### config.mk
export PLATFORM = sky130hd
export DESIGN_NAME = tppu_div
export DESIGN_NICKNAME = d
export VERILOG_FILES = /design/src/sv/tppu_pkg.sv /design/src/sv/tppu_div.sv
export SDC_FILE = /design/constraint.sdc
export NUM_CORES = 2
export LEC_CHECK = 0
export BUFFER_PORTS_ARGS = -buffer_cell sky130_fd_sc_hd__clkbuf_2
export CORE_AREA = 2 2 509 511
export CTS_CLUSTER_DIAMETER = 30
export DETAILED_ROUTE_END_ITERATION = 16
export DIE_AREA = 0 0 511 513
export GPL_TIMING_DRIVEN = 0
export PLACE_DENSITY = 0.7
export SYNTH_ARGS = -nofsm -noshare
export SYNTH_HDL_FRONTEND = slang
export SYNTH_SLANG_ARGS = --single-unit
### constraint.sdc
create_clock -name clk -period 9.4 [get_ports clk]
set_input_delay 0.47 -clock clk [delete_from_list [all_inputs] [get_ports clk]]
set_output_delay 0.47 -clock clk [all_outputs]
set_load 0.1 [all_outputs]
### src/sv/tppu_pkg.sv
// shared types, pipeline stage numbers and fixed-point helpers of the projection unit
`default_nettype none

package tppu_pkg;

    localparam int UNIT_BITS = 30;
    localparam logic [31:0] REF_SWITCH = 32'd966367642;

    localparam int SQRT_LAT  = 32;
    localparam int DIV_STEPS = 31;
    localparam int DIV_LAT   = DIV_STEPS + 2;

    // register stage of each step, counted from the input register
    localparam int ST_SUM   = 1;
    localparam int ST_ROOT1 = ST_SUM + SQRT_LAT;
    localparam int ST_N     = ST_ROOT1 + DIV_LAT;
    localparam int ST_REF   = ST_N + 1;
    localparam int ST_PROD  = ST_REF + 1;
    localparam int ST_UP    = ST_PROD + 1;
    localparam int ST_USQ   = ST_UP + 1;
    localparam int ST_USUM  = ST_USQ + 1;
    localparam int ST_ROOT2 = ST_USUM + SQRT_LAT;
    localparam int ST_U     = ST_ROOT2 + DIV_LAT;
    localparam int ST_VP    = ST_U + 1;
    localparam int ST_VD    = ST_VP + 1;
    localparam int ST_V     = ST_VD + 1;
    localparam int ST_OUT   = ST_V + 3;

    typedef logic signed [31:0] word_t;
    typedef logic signed [32:0] vwide_t;
    typedef logic signed [66:0] acc_t;

    typedef struct packed {
        word_t normal_x;
        word_t normal_y;
        word_t normal_z;
        word_t vertex0_x;
        word_t vertex0_y;
        word_t vertex0_z;
        word_t vertex1_x;
        word_t vertex1_y;
        word_t vertex1_z;
        word_t vertex2_x;
        word_t vertex2_y;
        word_t vertex2_z;
    } in_item_t;

    typedef struct packed {
        word_t vertex0_u;
        word_t vertex0_v;
        word_t vertex1_u;
        word_t vertex1_v;
        word_t vertex2_u;
        word_t vertex2_v;
        logic  degenerate;
    } out_item_t;

    // round to nearest by 2^30, halves toward plus infinity
    function automatic acc_t shr_round30(input acc_t p);
        acc_t t;
        t = p + (acc_t'(1) <<< (UNIT_BITS - 1));
        return t >>> UNIT_BITS;
    endfunction

    function automatic word_t sat32(input acc_t x);
        word_t r;
        if (x > acc_t'(64'sd2147483647))
            r = 32'sh7fffffff;
        else if (x < acc_t'(-64'sd2147483648))
            r = 32'sh80000000;
        else
            r = x[31:0];
        return r;
    endfunction

endpackage

`default_nettype wire

### src/sv/tppu_div.sv
// pipelined rounding divider: round(x * 2^30 / den), one quotient bit per stage
`default_nettype none

module tppu_div import tppu_pkg::*;
(
    input  wire logic        clk,
    input  wire logic        en,
    input  wire word_t       x,
    input  wire logic [31:0] den,
    output word_t            q
);

    logic        neg_reg [DIV_STEPS+1];
    logic [31:0] den_reg [DIV_STEPS+1];
    logic [31:0] rem_reg [DIV_STEPS+1];
    logic [30:0] low_reg [DIV_STEPS+1];
    logic [30:0] quo_reg [DIV_STEPS+1];
    word_t       q_reg;

    logic [31:0] mag;
    logic [62:0] num;
    logic [31:0] rem_next [DIV_STEPS+1];
    logic [30:0] quo_next [DIV_STEPS+1];

    // magnitude times 2^30 plus half the divisor; quotient stays below 2^31
    assign mag = x[31] ? 32'(-x) : 32'(x);
    assign num = {1'b0, mag, 30'b0} + 63'(den >> 1);

    always_comb
    begin
        logic [32:0] t;
        rem_next[0] = num[62:31];
        quo_next[0] = '0;
        for (int k = 1; k <= DIV_STEPS; k++)
        begin
            t = {rem_reg[k-1], low_reg[k-1][30]};
            if (t >= {1'b0, den_reg[k-1]})
            begin
                rem_next[k] = 32'(t - {1'b0, den_reg[k-1]});
                quo_next[k] = {quo_reg[k-1][29:0], 1'b1};
            end
            else
            begin
                rem_next[k] = t[31:0];
                quo_next[k] = {quo_reg[k-1][29:0], 1'b0};
            end
        end
    end

    always_ff @(posedge clk)
    begin
        if (en)
        begin
            neg_reg[0] <= x[31];
            den_reg[0] <= den;
            rem_reg[0] <= rem_next[0];
            low_reg[0] <= num[30:0];
            quo_reg[0] <= quo_next[0];
            for (int k = 1; k <= DIV_STEPS; k++)
            begin
                neg_reg[k] <= neg_reg[k-1];
                den_reg[k] <= den_reg[k-1];
                rem_reg[k] <= rem_next[k];
                low_reg[k] <= {low_reg[k-1][29:0], 1'b0};
                quo_reg[k] <= quo_next[k];
            end
            q_reg <= neg_reg[DIV_STEPS] ? -word_t'({1'b0, quo_reg[DIV_STEPS]})
                                        : word_t'({1'b0, quo_reg[DIV_STEPS]});
        end
    end

    assign q = q_reg;

endmodule

`default_nettype wire

[Word level (Yosys, flattened, before mapping)]
Memory sizes are Yosys's and may differ from the RTL's.
Cells that the tools add are included.
Word-level totals
  flip-flop bits (word level): 32
  bits in writable memories: 4064
  input port bits: 66
  output and inout port bits: 32
  memories kept: 5
Memory list
  den_reg: words 32, width 32, rd ports 31, clocked after memory_dff 0, write ports 32, RTL line tppu_div.sv:14  | logic [31:0] den_reg [DIV_STEPS+1];
  rem_reg: words 32, width 32, rd ports 31, clocked after memory_dff 0, write ports 32, RTL line tppu_div.sv:15  | logic [31:0] rem_reg [DIV_STEPS+1];
  low_reg: words 32, width 31, rd ports 31, clocked after memory_dff 0, write ports 32, RTL line tppu_div.sv:16  | logic [30:0] low_reg [DIV_STEPS+1];
  quo_reg: words 32, width 31, rd ports 32, clocked after memory_dff 0, write ports 32, RTL line tppu_div.sv:17  | logic [30:0] quo_reg [DIV_STEPS+1];
  neg_reg: words 32, width 1, rd ports 32, clocked after memory_dff 0, write ports 32, RTL line tppu_div.sv:13  | logic neg_reg [DIV_STEPS+1];
Cells by class
  $add $sub $neg: 34
  magnitude comparators: 31
  multiplexer cells: 66
Operators with widths (count)
  32-bit 2-to-1 mux: 32
  33-bit by 32-bit greater-or-equal comparator with 1-bit output: 31
  32-bit subtractor: 31
  62-bit by 31-bit adder with 63-bit output: 1
  1-bit 2-to-1 mux: 33
  31-bit negator with 32-bit output: 1
  32-bit negator: 1
  31-bit 2-to-1 mux: 1

[Depth between registers and ports, before layout]
  word-level depth: 3
  gate-level depth with buffers: 15

[Worst setup path before layout]
No wires, ideal clock.
  kind: flip-flop to flip-flop
  start point: memory rem_reg[16][11] (netlist: rem_reg[1][11])
  end point: memory rem_reg[17][24] (netlist: rem_reg[1][56]), data pin
  data arrival time: 3201 ps
  required time: 9140 ps
  setup slack: 5939 ps
  stages on the path, launching flop included: 13
  path buffers: 1
  period minus slack after synthesis: 3461 ps
  cells stage by stage: edfxtp_1 > ha_1 > a21o_1 > a21o_1 > a2111oi_2 > nor3_1 > a22o_1 > a311oi_2 > nor3_1 > a41o_1 > a21oi_4 > buf_6 > mux2_2
RTL lines (RTL line)
  start, declared: tppu_div.sv:15

==> flow_summary.ini <==
[die]
core_region_area_um2 = 256000
rows = 186
die_h_um = 513
die_w_um = 511
die-area_um2 = 262000
ios = 98
start_util_pct = 54.9

[power]
peakVddDrop_mv = 0.235
finalPower_mw = 63.0
pwr_density_cell_nw_per_um2 = 385
p_leak_nw = 66.7

[placed_design]
post-dp-hpwl_mm = 273
dp.cells = 15802
io_buffers = 94
pre_cts_ws_ns = 3.62
gp_congestion = 0.933

[sta]
relSlewSlack_pct = 24.3
grt_setup_unrepaired = no
tightest_slew_ns = 1.12
final_hold_viol_count = 0
fmax_mhz = 205
fin_crit_ns = 4.88
finClkSkew_ns = 0.0660
setup_ws_ns = 4.52
final-max-slew-violation-count = 0
period_share_pct = 51.9
finalSetupTns_ns = 0
setup_violations = 0

[grt]
grt_max_degree = 130
track_usage_pct = 27.2
grt_pass1_vias = 95786
antenna_found_initial = 11
grt_pass1_wl_mm = 558
grt_overflow_total = 0

[critical_path]
worstPathMaxFanout = 10
cp.required_ns = 10.15
end_kind = flip-flop
cp.arrival_ns = 5.63
critical_path_class = flip-flop to flip-flop
start_kind = flip-flop

[drt]
dr.first_iter.drc_count = 8581
vias_per_cell = 5.85
drt_wl_total_mm = 364
drc = 0
vias = 98134
wl_per_cell_um = 21.7
first_pass_iters = 7
drtAntennaViolNets = 0

[cts]
cts_tree = done
hold_buffers = 48
tritoncts.num_buffers = 482
cts_max_level = 5
cts-root-buf = clkbuf_16
cts_resized = 0
clockBufferDepth = 4
clk_pin_slew_ns = 0.05
clock_sinks = 2545
post_cts_buffers = 0
clock_latency_ns = 0.98

[yosys]
syn-mean-instance-area_um2 = 11.4
synthArstFlopShare_pct = 0
ys_seq_elements = 2545
yosysSeqAreaShare_pct = 54.4
synth_cell_types = 103
syn_inst = 12301
yosys_warnings = 0
synth-main-ff-cell = edfxtp_1
synthDominantCellAreaShare_pct = 54.4
synth_fp_nets = 13393
synth_largest_area_cell = edfxtp_1
synth_area_um2 = 141000
synthTopCellsByArea = edfxtp_1, ha_1, a21oi_1
synth_edf_count = 2545

[cells_and_area]
final_common_cell = edfxtp_1
layout_common_cells = edfxtp_1, inv_1, a21oi_1, ha_1, nand2_1
final_core_util_pct = 63.8
synthToLayoutAreaGrowth_pct = 16.3
layout.cells.non_filler = 16767
final_nets = 14043
drive_gt1_share_pct = 11.0

[min_path]
worstHoldPathType = input port to flip-flop

[run]
cap_violations = 0

[outcome]
outcome = finished, final reports clean
-- worst paths after layout --
| path | slack (ns) | start | end | cells past startpoint |
|---|---|---|---|---|
| worst max-delay path | 4.52 | den_reg[2][44] | rem_reg[0][211] | 14 |
| worst min-delay path | 0.05 | x[19] | rem_reg[0][18] | 3 |
| worst max register to register | 4.52 | den_reg[2][44] | rem_reg[0][211] | 14 |
| worst min register to register | 0.40 | quo_reg[0][126] | quo_reg[0][158] | 0 |
-- cell type report --
class,instances,area [µm²]
Antenna cell,4,10.0
Buffer,251,1050
Clock buffer,513,12200
Clock inverter,399,4870
Fill cell,19704,92700
Inverter,1200,4500
Multi-Input combinational cell,8305,58600
Sequential cell,2545,76400
Tap cell,3384,4230
Timing Repair Buffer,166,1600
-- critical path, cell delays in order (launching register included) --
cell and delay [ns]:
edfxtp_1 0.45, inv_1 0.08, ha_1 0.38, and3_1 0.25, nand2_1 0.09, nor2_1 0.23
and3_1 0.21, a211oi_1 0.14, o211ai_1 0.44, nand3_1 0.13, a31oi_1 0.84, buf_2 0.42
buf_1 0.65, nor2_1 0.11, a21oi_1 0.27
-- where the power goes --
group | switching [mW] | internal (mW) | total, mW | leakage, nW
registers | 2.06 | 16.9 | 19.0 | 24.9
logic | 15.6 | 10.7 | 26.3 | 33.6
clock network | 6.37 | 11.3 | 17.7 | 8.23
-- cells by family (layout without fill, tap and decap cells) --
logic type,count (synthesis),after routing,share of synthesized area [%]
muxes,353,353,2.80
buffers and inverters,1451,2529,3.95
AOI/OAI and AO/OA,3316,3316,14.8
adders and majority gates,1026,1026,9.29
DFF,2545,2545,54.4
and+or+nand+nor,2736,2736,9.37
xor gates and xnor gates,873,873,5.44
other,1,5,0.00267
-- routing by layer --
layer	routed length [µm]	up-vias	share of wire, %	GRT usage, %
met5	23	-	0.0063	0
met4	13900	4	3.8	10.3
met3	19700	699	5.4	3.03
met2	169000	3168	46	43.9
met1	162000	47401	44	38.0
li1	-	46862	-	-
-- through the flow --
| stage | hold slack, ns | cell area (µm²) |
|---|---|---|
| after detailed placement | 0.405 | 146000 |
| final | 0.0519 | 164000 |
| after CTS | 0.00125 | 164000 |
| after global placement | 0.400 | 145000 |
| after floorplan | 0.400 | 141000 |
| after global routing | 0.0511 | 164000 |
-- Yosys cell counts, types with 25 or more instances --
library cell  count
a211o_1          28
a211oi_1         90
a21boi_0         38
a21o_1          508
a21oi_1        1007
a31o_2           41
a31oi_1          95
and2_1           56
and3_1           91
and4_1           25
buf_2            48
clkbuf_1        188
edfxtp_1       2545
fa_1             30
ha_1            996
inv_1          1197
mux2_1           27
mux2_2          299
mux2i_1          27
nand2_1         843
nand2b_1        155
nand3_1         182
nand4_1         147
nor2_1          659
nor2b_1         157
nor3_1          163
nor3b_1          30
nor4_1           42
o211ai_1         43
o21a_1          143
o21ai_0         822
o21bai_1        101
o31a_1           37
o31ai_1          95
o41ai_1          26
or2_2            61
or3_1            49
or4_1            25
xnor2_1         522
xor2_1          351
Power figures use the tool's default switching activity.
